**config.mk**
```make
export PLATFORM = sky130hd
export DESIGN_NAME = ip_address_rewrite_checksum_update
export DESIGN_NICKNAME = d
export VERILOG_FILES = /design/src/rtl/core/iprw_pkg.sv /design/src/rtl/core/ip_address_rewrite_checksum_update.sv /design/src/rtl/core/iprw_cfg.sv /design/src/rtl/core/iprw_calc.sv
export SDC_FILE = /design/constraint.sdc
export NUM_CORES = 2
export LEC_CHECK = 0
export ABC_AREA = 1
export ABC_CLOCK_PERIOD_IN_PS = 21400
export BUFFER_PORTS_ARGS = -buffer_cell sky130_fd_sc_hd__buf_2
export CAP_MARGIN = 20
export CORE_MARGIN = 2
export CORE_UTILIZATION = 50
export DETAILED_ROUTE_END_ITERATION = 6
export GPL_TIMING_DRIVEN = 0
export PLACE_DENSITY = 0.71
export SETUP_SLACK_MARGIN = 0.3
export SLEW_MARGIN = 20
export SYNTH_ARGS = -nofsm -noshare
export SYNTH_HDL_FRONTEND = slang
export SYNTH_SLANG_ARGS = --single-unit
export TNS_END_PERCENT = 1
```
**constraint.sdc**
```tcl
create_clock -name i_clk -period 21.4 [get_ports i_clk]
set_clock_uncertainty 0.2 [all_clocks]
set_input_delay 4.28 -clock i_clk [delete_from_list [all_inputs] [get_ports i_clk]]
set_output_delay 4.28 -clock i_clk [all_outputs]
set_load 0.05 [all_outputs]
```
**src/rtl/core/iprw_pkg.sv**
```systemverilog
// Shared types, constants and checksum helpers for the address rewrite block.
// Used by iprw_cfg, iprw_calc and ip_address_rewrite_checksum_update.
`timescale 1ns / 1ps

package iprw_pkg;

    // Ether types and L4 protocol numbers that the block acts on.
    localparam logic [15:0] ETH_IPV4  = 16'h0800;
    localparam logic [15:0] ETH_IPV6  = 16'h86DD;
    localparam logic [7:0]  PROTO_TCP = 8'd6;
    localparam logic [7:0]  PROTO_UDP = 8'd17;

    // Configuration register indexes.
    localparam int CFG_IDX_W = 3;
    typedef enum logic [CFG_IDX_W-1:0] {
        CFG_IPV6_MODE   = 3'd0,
        CFG_MATCH_HIGH  = 3'd1,
        CFG_MATCH_LOW   = 3'd2,
        CFG_NEW_HIGH    = 3'd3,
        CFG_NEW_LOW     = 3'd4
    } t_cfg_idx;

    localparam int ADDR_W = 64;
    localparam int WORD_W = 16;

    // Raw sum of up to sixteen 16-bit words fits in 20 bits.
    localparam int DELTA_W = 20;
    // Complemented checksum plus twice the raw delta fits in 22 bits.
    localparam int TOTAL_W = DELTA_W + 2;

    // Configuration seen by the datapath, with the precomputed address delta.
    typedef struct packed {
        logic               ipv6_mode;
        logic [ADDR_W-1:0]  match_high;
        logic [ADDR_W-1:0]  match_low;
        logic [ADDR_W-1:0]  new_high;
        logic [ADDR_W-1:0]  new_low;
        logic [DELTA_W-1:0] delta;
    } t_cfg;

    // End-around carry fold of a raw ones' complement sum down to 16 bits.
    // Two passes suffice for a 22-bit sum; a nonzero sum stays nonzero.
    function automatic logic [WORD_W-1:0] fold_sum(input logic [TOTAL_W-1:0] total);
        logic [WORD_W:0] pass1;
        logic [WORD_W:0] pass2;
        begin
            pass1 = {1'b0, total[WORD_W-1:0]}
                  + {{(WORD_W+1-(TOTAL_W-WORD_W)){1'b0}}, total[TOTAL_W-1:WORD_W]};
            pass2 = {1'b0, pass1[WORD_W-1:0]} + {{WORD_W{1'b0}}, pass1[WORD_W]};
            fold_sum = pass2[WORD_W-1:0];
        end
    endfunction

endpackage

```
**src/rtl/core/ip_address_rewrite_checksum_update.sv**
```systemverilog
// Top level of the address rewrite block: input register, rewrite logic and
// result register. Depends on iprw_pkg, iprw_cfg and iprw_calc.
`timescale 1ns / 1ps

// One header beat enters per cycle while the input is not stalled; its result
// passes through the input register and then the result register, with the
// match, rewrite and checksum update between them. Throughput is one beat per
// cycle as long as the output side does not stall; a stall holds the result
// register and, once the input register is also full, pushes back on the input.
// Configuration writes take effect for beats accepted on the following cycle.
module ip_address_rewrite_checksum_update (
    input  logic                                i_clk,
    input  logic                                i_rst_n,
    // Configuration write port.
    input  logic                                i_cfg_we,
    input  logic [iprw_pkg::CFG_IDX_W-1:0]      i_cfg_idx,
    input  logic [iprw_pkg::ADDR_W-1:0]         i_cfg_wdata,
    // Input channel.
    input  logic                                i_in_valid,
    output logic                                o_in_stall,
    input  logic [15:0]                         i_ether_type,
    input  logic [7:0]                          i_l4_protocol,
    input  logic [iprw_pkg::ADDR_W-1:0]         i_src_high,
    input  logic [iprw_pkg::ADDR_W-1:0]         i_src_low,
    input  logic [iprw_pkg::ADDR_W-1:0]         i_dst_high,
    input  logic [iprw_pkg::ADDR_W-1:0]         i_dst_low,
    input  logic [15:0]                         i_ip_header_checksum,
    input  logic [15:0]                         i_l4_checksum,
    // Output channel.
    output logic                                o_out_valid,
    input  logic                                i_out_stall,
    output logic [iprw_pkg::ADDR_W-1:0]         o_out_src_high,
    output logic [iprw_pkg::ADDR_W-1:0]         o_out_src_low,
    output logic [iprw_pkg::ADDR_W-1:0]         o_out_dst_high,
    output logic [iprw_pkg::ADDR_W-1:0]         o_out_dst_low,
    output logic [15:0]                         o_out_ip_checksum,
    output logic [15:0]                         o_out_l4_checksum,
    output logic                                o_src_rewritten,
    output logic                                o_dst_rewritten
);

    iprw_pkg::t_cfg                    cfg;

    logic                              out_load;
    logic                              in_load;

    // Input register.
    logic                              r_in_valid;
    logic [15:0]                       r_ether_type;
    logic [7:0]                        r_l4_protocol;
    logic [iprw_pkg::ADDR_W-1:0]       r_src_high;
    logic [iprw_pkg::ADDR_W-1:0]       r_src_low;
    logic [iprw_pkg::ADDR_W-1:0]       r_dst_high;
    logic [iprw_pkg::ADDR_W-1:0]       r_dst_low;
    logic [15:0]                       r_ip_cs;
    logic [15:0]                       r_l4_cs;

    // Next values of the result register.
    logic [iprw_pkg::ADDR_W-1:0]       n_src_high;
    logic [iprw_pkg::ADDR_W-1:0]       n_src_low;
    logic [iprw_pkg::ADDR_W-1:0]       n_dst_high;
    logic [iprw_pkg::ADDR_W-1:0]       n_dst_low;
    logic [15:0]                       n_ip_cs;
    logic [15:0]                       n_l4_cs;
    logic                              n_src_rw;
    logic                              n_dst_rw;

    // Result register.
    logic                              r_out_valid;
    logic [iprw_pkg::ADDR_W-1:0]       r_src_high_q;
    logic [iprw_pkg::ADDR_W-1:0]       r_src_low_q;
    logic [iprw_pkg::ADDR_W-1:0]       r_dst_high_q;
    logic [iprw_pkg::ADDR_W-1:0]       r_dst_low_q;
    logic [15:0]                       r_ip_cs_q;
    logic [15:0]                       r_l4_cs_q;
    logic                              r_src_rw_q;
    logic                              r_dst_rw_q;

    iprw_cfg u_cfg (
        .i_clk       (i_clk),
        .i_rst_n     (i_rst_n),
        .i_cfg_we    (i_cfg_we),
        .i_cfg_idx   (i_cfg_idx),
        .i_cfg_wdata (i_cfg_wdata),
        .o_cfg       (cfg)
    );

    // Pipeline flow: a stage loads when it is empty or its beat moves on.
    assign out_load   = !r_out_valid || !i_out_stall;
    assign in_load    = !r_in_valid || out_load;
    assign o_in_stall = !in_load;

    // Input register: valid bit and payload.
    always_ff @(posedge i_clk) begin
        if (!i_rst_n) begin
            r_in_valid <= 1'b0;
        end else if (in_load) begin
            r_in_valid <= i_in_valid;
        end
    end

    always_ff @(posedge i_clk) begin
        if (in_load && i_in_valid) begin
            r_ether_type  <= i_ether_type;
            r_l4_protocol <= i_l4_protocol;
            r_src_high    <= i_src_high;
            r_src_low     <= i_src_low;
            r_dst_high    <= i_dst_high;
            r_dst_low     <= i_dst_low;
            r_ip_cs       <= i_ip_header_checksum;
            r_l4_cs       <= i_l4_checksum;
        end
    end

    iprw_calc u_calc (
        .i_cfg                (cfg),
        .i_ether_type         (r_ether_type),
        .i_l4_protocol        (r_l4_protocol),
        .i_src_high           (r_src_high),
        .i_src_low            (r_src_low),
        .i_dst_high           (r_dst_high),
        .i_dst_low            (r_dst_low),
        .i_ip_header_checksum (r_ip_cs),
        .i_l4_checksum        (r_l4_cs),
        .o_out_src_high       (n_src_high),
        .o_out_src_low        (n_src_low),
        .o_out_dst_high       (n_dst_high),
        .o_out_dst_low        (n_dst_low),
        .o_out_ip_checksum    (n_ip_cs),
        .o_out_l4_checksum    (n_l4_cs),
        .o_src_rewritten      (n_src_rw),
        .o_dst_rewritten      (n_dst_rw)
    );

    // Result register: valid bit and payload.
    always_ff @(posedge i_clk) begin
        if (!i_rst_n) begin
            r_out_valid <= 1'b0;
        end else if (out_load) begin
            r_out_valid <= r_in_valid;
        end
    end

    always_ff @(posedge i_clk) begin
        if (out_load && r_in_valid) begin
            r_src_high_q <= n_src_high;
            r_src_low_q  <= n_src_low;
            r_dst_high_q <= n_dst_high;
            r_dst_low_q  <= n_dst_low;
            r_ip_cs_q    <= n_ip_cs;
            r_l4_cs_q    <= n_l4_cs;
            r_src_rw_q   <= n_src_rw;
            r_dst_rw_q   <= n_dst_rw;
        end
    end

    assign o_out_valid       = r_out_valid;
    assign o_out_src_high    = r_src_high_q;
    assign o_out_src_low     = r_src_low_q;
    assign o_out_dst_high    = r_dst_high_q;
    assign o_out_dst_low     = r_dst_low_q;
    assign o_out_ip_checksum = r_ip_cs_q;
    assign o_out_l4_checksum = r_l4_cs_q;
    assign o_src_rewritten   = r_src_rw_q;
    assign o_dst_rewritten   = r_dst_rw_q;

endmodule

```
**src/rtl/core/iprw_cfg.sv**
```systemverilog
// Configuration registers of the address rewrite block, plus the registered
// per-address checksum delta. Depends on iprw_pkg.
`timescale 1ns / 1ps

module iprw_cfg (
    input  logic                                 i_clk,
    input  logic                                 i_rst_n,
    input  logic                                 i_cfg_we,
    input  logic [iprw_pkg::CFG_IDX_W-1:0]       i_cfg_idx,
    input  logic [iprw_pkg::ADDR_W-1:0]          i_cfg_wdata,
    output iprw_pkg::t_cfg                       o_cfg
);

    logic                              r_ipv6_mode;
    logic [iprw_pkg::ADDR_W-1:0]       r_match_high;
    logic [iprw_pkg::ADDR_W-1:0]       r_match_low;
    logic [iprw_pkg::ADDR_W-1:0]       r_new_high;
    logic [iprw_pkg::ADDR_W-1:0]       r_new_low;
    logic [iprw_pkg::DELTA_W-1:0]      r_delta;
    logic [iprw_pkg::DELTA_W-1:0]      n_delta;

    // Word pair sums: inverted words of the match address, plain words of the new one.
    logic [16:0]                       ml_lo;
    logic [16:0]                       ml_hi;
    logic [16:0]                       mh_lo;
    logic [16:0]                       mh_hi;
    logic [16:0]                       nl_lo;
    logic [16:0]                       nl_hi;
    logic [16:0]                       nh_lo;
    logic [16:0]                       nh_hi;
    logic [17:0]                       v4_sum;
    logic [17:0]                       low_hi_sum;
    logic [17:0]                       high_lo_sum;
    logic [17:0]                       high_hi_sum;
    logic [18:0]                       low_sum;
    logic [18:0]                       high_sum;

    // Register writes; all registers reset to zero.
    always_ff @(posedge i_clk) begin
        if (!i_rst_n) begin
            r_ipv6_mode  <= 1'b0;
            r_match_high <= '0;
            r_match_low  <= '0;
            r_new_high   <= '0;
            r_new_low    <= '0;
        end else if (i_cfg_we) begin
            case (i_cfg_idx)
                iprw_pkg::CFG_IPV6_MODE:  r_ipv6_mode  <= i_cfg_wdata[0];
                iprw_pkg::CFG_MATCH_HIGH: r_match_high <= i_cfg_wdata;
                iprw_pkg::CFG_MATCH_LOW:  r_match_low  <= i_cfg_wdata;
                iprw_pkg::CFG_NEW_HIGH:   r_new_high   <= i_cfg_wdata;
                iprw_pkg::CFG_NEW_LOW:    r_new_low    <= i_cfg_wdata;
                default: ;
            endcase
        end
    end

    // Raw sum of (~old word + new word) over the words of one address, built
    // as a shallow adder tree. IPv4 covers the two words of bits 31..0; IPv6
    // covers all eight words.
    assign ml_lo = {1'b0, ~r_match_low[15:0]}   + {1'b0, ~r_match_low[31:16]};
    assign ml_hi = {1'b0, ~r_match_low[47:32]}  + {1'b0, ~r_match_low[63:48]};
    assign mh_lo = {1'b0, ~r_match_high[15:0]}  + {1'b0, ~r_match_high[31:16]};
    assign mh_hi = {1'b0, ~r_match_high[47:32]} + {1'b0, ~r_match_high[63:48]};
    assign nl_lo = {1'b0, r_new_low[15:0]}      + {1'b0, r_new_low[31:16]};
    assign nl_hi = {1'b0, r_new_low[47:32]}     + {1'b0, r_new_low[63:48]};
    assign nh_lo = {1'b0, r_new_high[15:0]}     + {1'b0, r_new_high[31:16]};
    assign nh_hi = {1'b0, r_new_high[47:32]}    + {1'b0, r_new_high[63:48]};

    assign v4_sum      = {1'b0, ml_lo} + {1'b0, nl_lo};
    assign low_hi_sum  = {1'b0, ml_hi} + {1'b0, nl_hi};
    assign high_lo_sum = {1'b0, mh_lo} + {1'b0, nh_lo};
    assign high_hi_sum = {1'b0, mh_hi} + {1'b0, nh_hi};
    assign low_sum     = {1'b0, v4_sum} + {1'b0, low_hi_sum};
    assign high_sum    = {1'b0, high_lo_sum} + {1'b0, high_hi_sum};

    always_comb begin
        if (r_ipv6_mode) begin
            n_delta = {1'b0, low_sum} + {1'b0, high_sum};
        end else begin
            n_delta = {2'b0, v4_sum};
        end
    end

    // The delta is registered from the configuration registers and follows them
    // in the cycle after they change.
    always_ff @(posedge i_clk) begin
        if (!i_rst_n) begin
            r_delta <= '0;
        end else begin
            r_delta <= n_delta;
        end
    end

    assign o_cfg = '{
        ipv6_mode:  r_ipv6_mode,
        match_high: r_match_high,
        match_low:  r_match_low,
        new_high:   r_new_high,
        new_low:    r_new_low,
        delta:      r_delta
    };

endmodule

```
**src/rtl/core/iprw_calc.sv**
```systemverilog
// Address match, rewrite and incremental checksum update for one header beat.
// Purely combinational; depends on iprw_pkg.
`timescale 1ns / 1ps

module iprw_calc (
    input  iprw_pkg::t_cfg                 i_cfg,
    input  logic [15:0]                    i_ether_type,
    input  logic [7:0]                     i_l4_protocol,
    input  logic [iprw_pkg::ADDR_W-1:0]    i_src_high,
    input  logic [iprw_pkg::ADDR_W-1:0]    i_src_low,
    input  logic [iprw_pkg::ADDR_W-1:0]    i_dst_high,
    input  logic [iprw_pkg::ADDR_W-1:0]    i_dst_low,
    input  logic [15:0]                    i_ip_header_checksum,
    input  logic [15:0]                    i_l4_checksum,
    output logic [iprw_pkg::ADDR_W-1:0]    o_out_src_high,
    output logic [iprw_pkg::ADDR_W-1:0]    o_out_src_low,
    output logic [iprw_pkg::ADDR_W-1:0]    o_out_dst_high,
    output logic [iprw_pkg::ADDR_W-1:0]    o_out_dst_low,
    output logic [15:0]                    o_out_ip_checksum,
    output logic [15:0]                    o_out_l4_checksum,
    output logic                           o_src_rewritten,
    output logic                           o_dst_rewritten
);

    logic                              v4_pkt;
    logic                              v6_pkt;
    logic                              is_l4;
    logic                              src_hit;
    logic                              dst_hit;
    logic [1:0]                        hits;
    logic [iprw_pkg::TOTAL_W-1:0]      delta_sum;
    logic [iprw_pkg::TOTAL_W-1:0]      ip_total;
    logic [iprw_pkg::TOTAL_W-1:0]      l4_total;
    logic [iprw_pkg::ADDR_W-1:0]       v4_new_low;

    // Packet class for the configured mode.
    assign v4_pkt = !i_cfg.ipv6_mode && (i_ether_type == iprw_pkg::ETH_IPV4);
    assign v6_pkt = i_cfg.ipv6_mode && (i_ether_type == iprw_pkg::ETH_IPV6);
    assign is_l4  = (i_l4_protocol == iprw_pkg::PROTO_TCP)
                 || (i_l4_protocol == iprw_pkg::PROTO_UDP);

    // Address match: IPv4 compares bits 31..0 only, IPv6 all 128 bits.
    always_comb begin
        src_hit = (v4_pkt && (i_src_low[31:0] == i_cfg.match_low[31:0]))
               || (v6_pkt && (i_src_high == i_cfg.match_high)
                          && (i_src_low == i_cfg.match_low));
        dst_hit = (v4_pkt && (i_dst_low[31:0] == i_cfg.match_low[31:0]))
               || (v6_pkt && (i_dst_high == i_cfg.match_high)
                          && (i_dst_low == i_cfg.match_low));
    end

    assign v4_new_low = {32'b0, i_cfg.new_low[31:0]};

    // Rewritten addresses; in IPv4 mode the high word passes untouched.
    always_comb begin
        o_out_src_high = i_src_high;
        o_out_src_low  = i_src_low;
        o_out_dst_high = i_dst_high;
        o_out_dst_low  = i_dst_low;
        if (src_hit) begin
            if (v6_pkt) begin
                o_out_src_high = i_cfg.new_high;
                o_out_src_low  = i_cfg.new_low;
            end else begin
                o_out_src_low  = v4_new_low;
            end
        end
        if (dst_hit) begin
            if (v6_pkt) begin
                o_out_dst_high = i_cfg.new_high;
                o_out_dst_low  = i_cfg.new_low;
            end else begin
                o_out_dst_low  = v4_new_low;
            end
        end
    end

    // Each replaced address adds the delta once; chained RFC 1624 updates
    // collapse into one ones' complement sum followed by a fold.
    assign hits = {1'b0, src_hit} + {1'b0, dst_hit};

    always_comb begin
        case (hits)
            2'd1:    delta_sum = {2'b0, i_cfg.delta};
            2'd2:    delta_sum = {1'b0, i_cfg.delta, 1'b0};
            default: delta_sum = '0;
        endcase
        ip_total = {6'b0, ~i_ip_header_checksum} + (v4_pkt ? delta_sum : '0);
        l4_total = {6'b0, ~i_l4_checksum} + (is_l4 ? delta_sum : '0);
    end

    assign o_out_ip_checksum = ~iprw_pkg::fold_sum(ip_total);
    assign o_out_l4_checksum = ~iprw_pkg::fold_sum(l4_total);
    assign o_src_rewritten   = src_hit;
    assign o_dst_rewritten   = dst_hit;

endmodule
```
== After elaboration in Yosys (flattened, before gate mapping) ==
Cells that the tools add are included.

* Order comparisons: 0
* Divide/modulo/power cells: 0
* Muxes and demuxes: 11
* $add $sub $neg: 22
* Bitwise operators: 12
* Reduce and logical (&&, ||, !) cells: 27
* $mul: 0
* Equality and inequality tests: 16
* Shift operators: 0

{| class="wikitable"
|+ Operator list
! operator !! number
|-
| 64-bit two-way mux || 7
|-
| 64-bit == test || 4
|-
| 16-bit inverter || 12
|-
| 16-bit by 16-bit adder with 17-bit output || 8
|-
| 17-bit by 17-bit adder with 18-bit output || 4
|-
| 32-bit == test || 2
|-
| 16-bit by 22-bit adder with 22-bit output || 2
|-
| 21-bit two-way mux || 2
|-
| 21-bit one-hot mux with 2 select lines || 1
|-
| 18-bit by 18-bit adder with 19-bit output || 2
|-
| 16-bit by 6-bit adder with 17-bit output || 2
|-
| 16-bit by 1-bit adder with 16-bit output || 2
|-
| 19-bit by 19-bit adder with 20-bit output || 1
|-
| 18-bit two-way mux || 1
|-
| 16-bit by 12-bit == test with 1-bit output, second input constant || 1
|-
| 16-bit == test, second input constant || 1
|-
| 2-bit AND reduction || 6
|-
| 1-bit logical AND || 10
|-
| 8-bit by 3-bit == test with 1-bit output, second input constant || 1
|-
| 8-bit by 5-bit == test with 1-bit output, second input constant || 1
|-
| 3-bit by 2-bit == test with 1-bit output, second input constant || 2
|-
| 1-bit logical NOT || 5
|-
| 1-bit logical OR || 5
|-
| 3-bit by 1-bit == test with 1-bit output, second input constant || 1
|-
| 5 further kinds || 5
|}

* Input bits: 384
* Bits in writable memories: 0
* Output and inout port bits: 292
* Bits in latches: 0
* Logic and storage cells: 113
* Flip-flop bits (word level): 881
* Bits in read-only memories: 0
* Memories kept: 0

== Longest topological paths before layout ==
* Word-level depth: 13
* Mapped depth: 58
* Mapped depth without buffers: 56

== By module ==
Synthesis repeated with hierarchy kept, for this count alone.

* Cells, all modules: 5385
* Area, all modules: 48302.6 um^2

{| class="wikitable"
|+ Modules (own cells, without submodules)
! module !! cells an instance !! area each (um^2) !! sequential area each (um^2) !! instances
|-
| ip_address_rewrite_checksum_update || 615 || 18172.4 || 18117.4 || 1
|-
| iprw_cfg || 2034 || 16636.0 || 5545.3 || 1
|-
| iprw_calc || 2736 || 13494.2 || 0.0 || 1
|}

== Worst setup path after synthesis ==
No wires, ideal clock.

* Path type: input to register
* Start: in i_out_stall
* End: reg r_dst_rw_q (netlist: o_dst_rewritten), enable pin
* Stages on the path: 1
* Path buffers: 0
* Arrival: 18.187 ns
* Setup slack: 1.976 ns
* Required time: 20.163 ns
* Library setup time: 1.037 ns
* Cell sequence: a21oi_1

* Cells in the longest elaborated chain, start to end: 3

{| class="wikitable"
|+ Ends and longest elaborated chain
! what !! line !! text
|-
| start: declaration || ip_address_rewrite_checksum_update.sv:31 || <nowiki>input logic i_out_stall,</nowiki>
|-
| 1-bit logical NOT || ip_address_rewrite_checksum_update.sv:89 || <nowiki>assign out_load = !r_out_valid || !i_out_stall;</nowiki>
|-
| 1-bit logical OR || ip_address_rewrite_checksum_update.sv:89 ||
|-
| 1-bit logical AND || ip_address_rewrite_checksum_update.sv:145 || <nowiki>if (out_load && r_in_valid) begin</nowiki>
|-
| end signal: assignment || ip_address_rewrite_checksum_update.sv:153 || <nowiki>r_dst_rw_q <= n_dst_rw;</nowiki>
|-
| end: declaration || ip_address_rewrite_checksum_update.sv:77 || <nowiki>logic r_dst_rw_q;</nowiki>
|}

Every way passes these cells.
A chain may end at the register's enable or synchronous reset.

== Worst setup path in the final report ==
* Start: reg u_cfg.r_match_low[45] (netlist bit)
* End: reg r_l4_cs_q[15] (netlist: o_out_l4_checksum[15]) (data pin)

* Cells in the longest elaborated chain, start to end: 11
* Elaborated cells on any way between the ends: 15
* Classes of those cells: 4 x add/sub; 4 x eq/ne; 2 x mux; 1 x bitwise; 4 x reduce/logical

{| class="wikitable"
|+ Ends and longest elaborated chain
! what !! line !! text
|-
| start: declaration || iprw_cfg.sv:16 || <nowiki>logic [iprw_pkg::ADDR_W-1:0] r_match_low;</nowiki>
|-
| start signal: assignment || iprw_cfg.sv:50 || <nowiki>iprw_pkg::CFG_MATCH_LOW: r_match_low <= i_cfg_wdata;</nowiki>
|-
| 64-bit == test * || iprw_calc.sv:46 || <nowiki>&& (i_src_low == i_cfg.match_low));</nowiki>
|-
| 1-bit logical AND * || iprw_calc.sv:46 ||
|-
| 1-bit logical OR * || iprw_calc.sv:45 || <nowiki>|| (v6_pkt && (i_src_high == i_cfg.match_high)</nowiki>
|-
| net n_src_rw || ip_address_rewrite_checksum_update.sv:65 || <nowiki>logic n_src_rw;</nowiki>
|-
| 1-bit by 1-bit adder with 2-bit output * || iprw_calc.sv:80 || <nowiki>assign hits = {1'b0, src_hit} + {1'b0, dst_hit};</nowiki>
|-
| 2-bit == test / 2-bit by 1-bit == test with 1-bit output (equally long branches) || iprw_calc.sv:83 || <nowiki>case (hits)</nowiki>
|-
| 21-bit one-hot mux with 2 select lines * || iprw_calc.sv:83 ||
|-
| 21-bit two-way mux * || iprw_calc.sv:89 || <nowiki>l4_total = {6'b0, ~i_l4_checksum} + (is_l4 ? delta_sum : '0);</nowiki>
|-
| 16-bit by 22-bit adder with 22-bit output * || iprw_calc.sv:89 ||
|-
| 16-bit by 6-bit adder with 17-bit output * || iprw_pkg.sv:48 || <nowiki>+ {{(WORD_W+1-(TOTAL_W-WORD_W)){1'b0}}, total[TOTAL_W-1:WORD_W]};</nowiki>
|-
| 16-bit by 1-bit adder with 16-bit output * || iprw_pkg.sv:49 || <nowiki>pass2 = {1'b0, pass1[WORD_W-1:0]} + {{WORD_W{1'b0}}, pass1[WORD_W]};</nowiki>
|-
| 16-bit inverter * || iprw_calc.sv:93 || <nowiki>assign o_out_l4_checksum = ~iprw_pkg::fold_sum(l4_total);</nowiki>
|-
| net n_l4_cs[15] || ip_address_rewrite_checksum_update.sv:64 || <nowiki>logic [15:0] n_l4_cs;</nowiki>
|-
| end signal: assignment || ip_address_rewrite_checksum_update.sv:151 || <nowiki>r_l4_cs_q <= n_l4_cs;</nowiki>
|-
| end: declaration || ip_address_rewrite_checksum_update.sv:75 || <nowiki>logic [15:0] r_l4_cs_q;</nowiki>
|}

Mark *: on every way through the listed nets, which the timed path passes. The rest lies on a longest branch.

==> run_results.csv <==
group,metric,value,unit
status,run_status,"finished with violations",
status,violations,"DRC",
clock_network,worstSkewPairLatency,0.72,ns
flow_run,cap_violations,0,
setup_path,reg2reg_from,"u_cfg.r_match_low[45]$_SDFFE_PN0P_",
clock_network,hold_buffers,0,
floorplan,floorplan.die.width,311,um
clock_network,post_cts_buffers,0,
finish,seq_area,23700,sq um
hold_path,worstHoldEndpoint,"u_cfg.r_new_high[39]$_SDFFE_PN0P_",
grt,grt_overflow_total,0,
setup_path,regToRegSetupSlack,9.41,ns
setup_path,worstPathArrival,12.24,ns
sta,finalMaxSlewViolations,0,
finish,final_common_cell,"nand2_1",
finish,finish.cell_count_without_fillers,7257,
finish,final_util,59.7,%
setup_path,critical-path-max-stage-delay,1.04,ns
finish,combined_area_of_the_multi_input_logic_cells,20700,sq um
hold_path,worst_hold_path_type,"reg2reg",
floorplan,std_cell_rows,112,
sta,maxSlewHeadroom,15.3,%
clock_network,clk_transition_reported_paths,0.07,ns
power_and_ir_drop,pwrdens,104,nW/um^2
detailed_routing,antenna_violating_nets_post_route,0,
setup_path,critPathCaptureType,"flop",
sta,worst_slack,9.41,ns
setup_path,worst_r2r_path_depth,52,
setup_path,path_max_fanout,10,
placement,dpl.hpwl,174000,um
synthesis,synth_seq_area_share,50.3,%
setup_path,critical-path-slowest-cell,"nor4_1",
sta,unrepaired_setup_endpoints_after_global_routing,"no",
floorplan,core_area,93300,sq um
detailed_routing,drcViolationCount,1,
grt,grt_start_max_net_pins,109,
synthesis,synthesis.area,47000,sq um
setup_path,worst_path_dominant_cell_family,"simple AND/OR/NAND/NOR gates",
placement,dp.cells,7057,
detailed_routing,wl_per_cell,28.9,um
placement,port_buffers,674,
detailed_routing,num_vias,42000,
power_and_ir_drop,vdd_drop_max,0.000196,V
sta,setup_viol,0,
synthesis,cell_variety_after_synth,47,
grt,gr-usage-all-layers,42.6,%
clock_network,htree_num_levels,3,
detailed_routing,drt-vias-per-instance,5.79,
hold_path,timing.hold.worst_path_depth,2,
finish,drive_gt1_share,15.8,%
finish,design_area,55700,sq um
clock_network,cts.repair.resized,0,
clock_network,clock-root-buffer,"clkbuf_16",
sta,max_clock_freq,83.4,MHz
floorplan,design.portCount,676,
synthesis,synth-edff-count,602,
floorplan,design.die.area,96500,sq um
floorplan,starting_utilization_of_the_core_area,50.4,%
grt,antenna_violations_before_repair,41,
clock_network,ctsLongestPathBuffers,3,
grt,grt_pass1_vias,39700,
hold_path,min-delay-start,"u_cfg.r_new_high[39]$_SDFFE_PN0P_",
sta,tightestPinTransition,1.27,ns
setup_path,worst_ep_required_time,21.64,ns
sta,report.final.hold_viol_count,0,
placement,placed_cell_areas,52500,sq um
power_and_ir_drop,p_leak,0.0241,uW
synthesis,postSynth.asyncResetShare,0,%
setup_path,worst-setup-path-type,"reg2reg",
setup_path,crit_buf_inv,7,
placement,preCtsSetupSlack,9.86,ns
clock_network,inserted_clock_buffers,93,
sta,timing.final.crit_share,56.0,%
finish,finish.net_count,6591,
synthesis,syn_inst,5109,
sta,finalWorstPathRequiredPeriod,11.99,ns
synthesis,synth_seq_cells,881,
clock_network,cts_tree,"built",
setup_path,worst_r2r_endpoint,"o_out_l4_checksum[15]$_DFFE_PP_",
finish,mostFrequentLayoutCells,"nand2_1 (1320), buf_2 (702), edfxtp_1 (602)",
synthesis,postSynthAreaPerCell,9.21,sq um
detailed_routing,initialDrtViolationCount,5977,
grt,grt_pass1_wl,288000,um
finish,filler_cell_count_in_the_final_layout,8113,
placement,gp_congestion,1.12,
floorplan,chipHeight,311,um
detailed_routing,postRouteWirelength,210000,um
synthesis,mapped_nets,5801,
detailed_routing,firstDrtPassIters,7,
power_and_ir_drop,finalPower,5790,uW
setup_path,cp-start-kind,"flop",
finish,area_growth,18.4,%
synthesis,yosysWarningCount,0,
synthesis,ys.flop_type,"edfxtp_1",
clock_network,cts_sinks,881,
flip-flops by register name (all words and copies together), names as in the netlist, 20 cells and up:
signal / cells
o_out_dst_low: 64
u_cfg.r_delta: 20
o_out_src_low: 64
u_cfg.r_match_high: 64
r_src_high: 64
r_dst_high: 64
r_src_low: 64
u_cfg.r_new_low: 64
r_dst_low: 64
u_cfg.r_new_high: 64
o_out_dst_high: 64
o_out_src_high: 64
u_cfg.r_match_low: 64
synth_stat cells, types with 98 or more instances:
cell	number	area [sq um]
dfxtp_1	279	5590
edfxtp_1	602	18100
nor2_1	407	1530
xnor2_1	211	1850
nand3_1	400	2000
ha_1	98	1230
fa_1	210	4200
inv_1	513	1930
clkbuf_1	136	510
nand2_1	1320	4950
o21ai_0	351	1760
a21oi_1	215	1080
worst register-to-register path, delay by kind of cell (launching register included):
kind / cells / cell delay, ns
xor+xnor: 1 / 0.23
compound gates: 3 / 1.33
simple gates: 37 / 6.91
buf+inv: 7 / 1.43
flops: 1 / 0.51
fa+ha+maj: 4 / 1.13
layout make-up:
cell class	instances	share of cell area [%]
Sequential cell	881	42.5
Multi-Input combinational cell	3518	37.1
Timing Repair Buffer	695	7.02
Clock buffer	107	4.33
Inverter	518	3.50
Tap cell	1254	2.82
Buffer	192	1.42
Clock inverter	65	1.15
Antenna cell	27	0.121
worst max path at each step:
stage               depth (start not counted)                         endpoint                               start
floorplan                                   1        o_dst_rewritten$_DFFE_PP_                         i_out_stall
finish                                     52  o_out_l4_checksum[15]$_DFFE_PP_  u_cfg.r_match_low[45]$_SDFFE_PN0P_
global route                               52  o_out_l4_checksum[15]$_DFFE_PP_  u_cfg.r_match_low[45]$_SDFFE_PN0P_
detailed placement                         52  o_out_l4_checksum[15]$_DFFE_PP_  u_cfg.r_match_low[45]$_SDFFE_PN0P_
CTS                                        52  o_out_l4_checksum[15]$_DFFE_PP_  u_cfg.r_match_low[45]$_SDFFE_PN0P_
global placement                            2     o_out_src_high[37]$_DFFE_PP_                         i_out_stall
kinds of logic (layout without fill, tap and decap cells):
family / Yosys count / in the layout / share of synthesized area (%)
and+or+nand+nor: 2355 / 2355 / 21.1
xor gates and xnor gates: 244 / 244 / 4.54
other: 0 / 27 / 0
buffers and inverters: 710 / 1577 / 5.81
adders and majority gates: 308 / 308 / 11.5
DFF: 881 / 881 / 50.3
AOI/OAI and AO/OA: 611 / 611 / 6.72
stage by stage:
step / setup TNS [ns] / hold WS [ns]
2_1_floorplan: 0 / 0.241
3_3_place_gp: -1385.94 / 0.264
3_5_place_dp: 0 / 0.270
4_1_cts: 0 / 0.280
5_1_grt: 0 / 0.301
6_report: 0 / 0.288
routing by layer:
layer | track usage, % | part of all wire (%) | up-vias
met3 | 11.2 | 12 | 581
met1 | 54.6 | 38 | 20200
met2 | 65.9 | 45 | 2762
met5 | 0 | 0.059 | -
li1 | - | - | 18500
met4 | 23.2 | 6.2 | 20
where the power goes:
part | switching [uW] | leakage (uW) | internal [uW] | total (uW)
clock network | 740 | 0.00147 | 904 | 1640
logic | 1360 | 0.0146 | 762 | 2120
registers | 92.1 | 0.00803 | 1930 | 2020
Power figures use the tool's default switching activity.
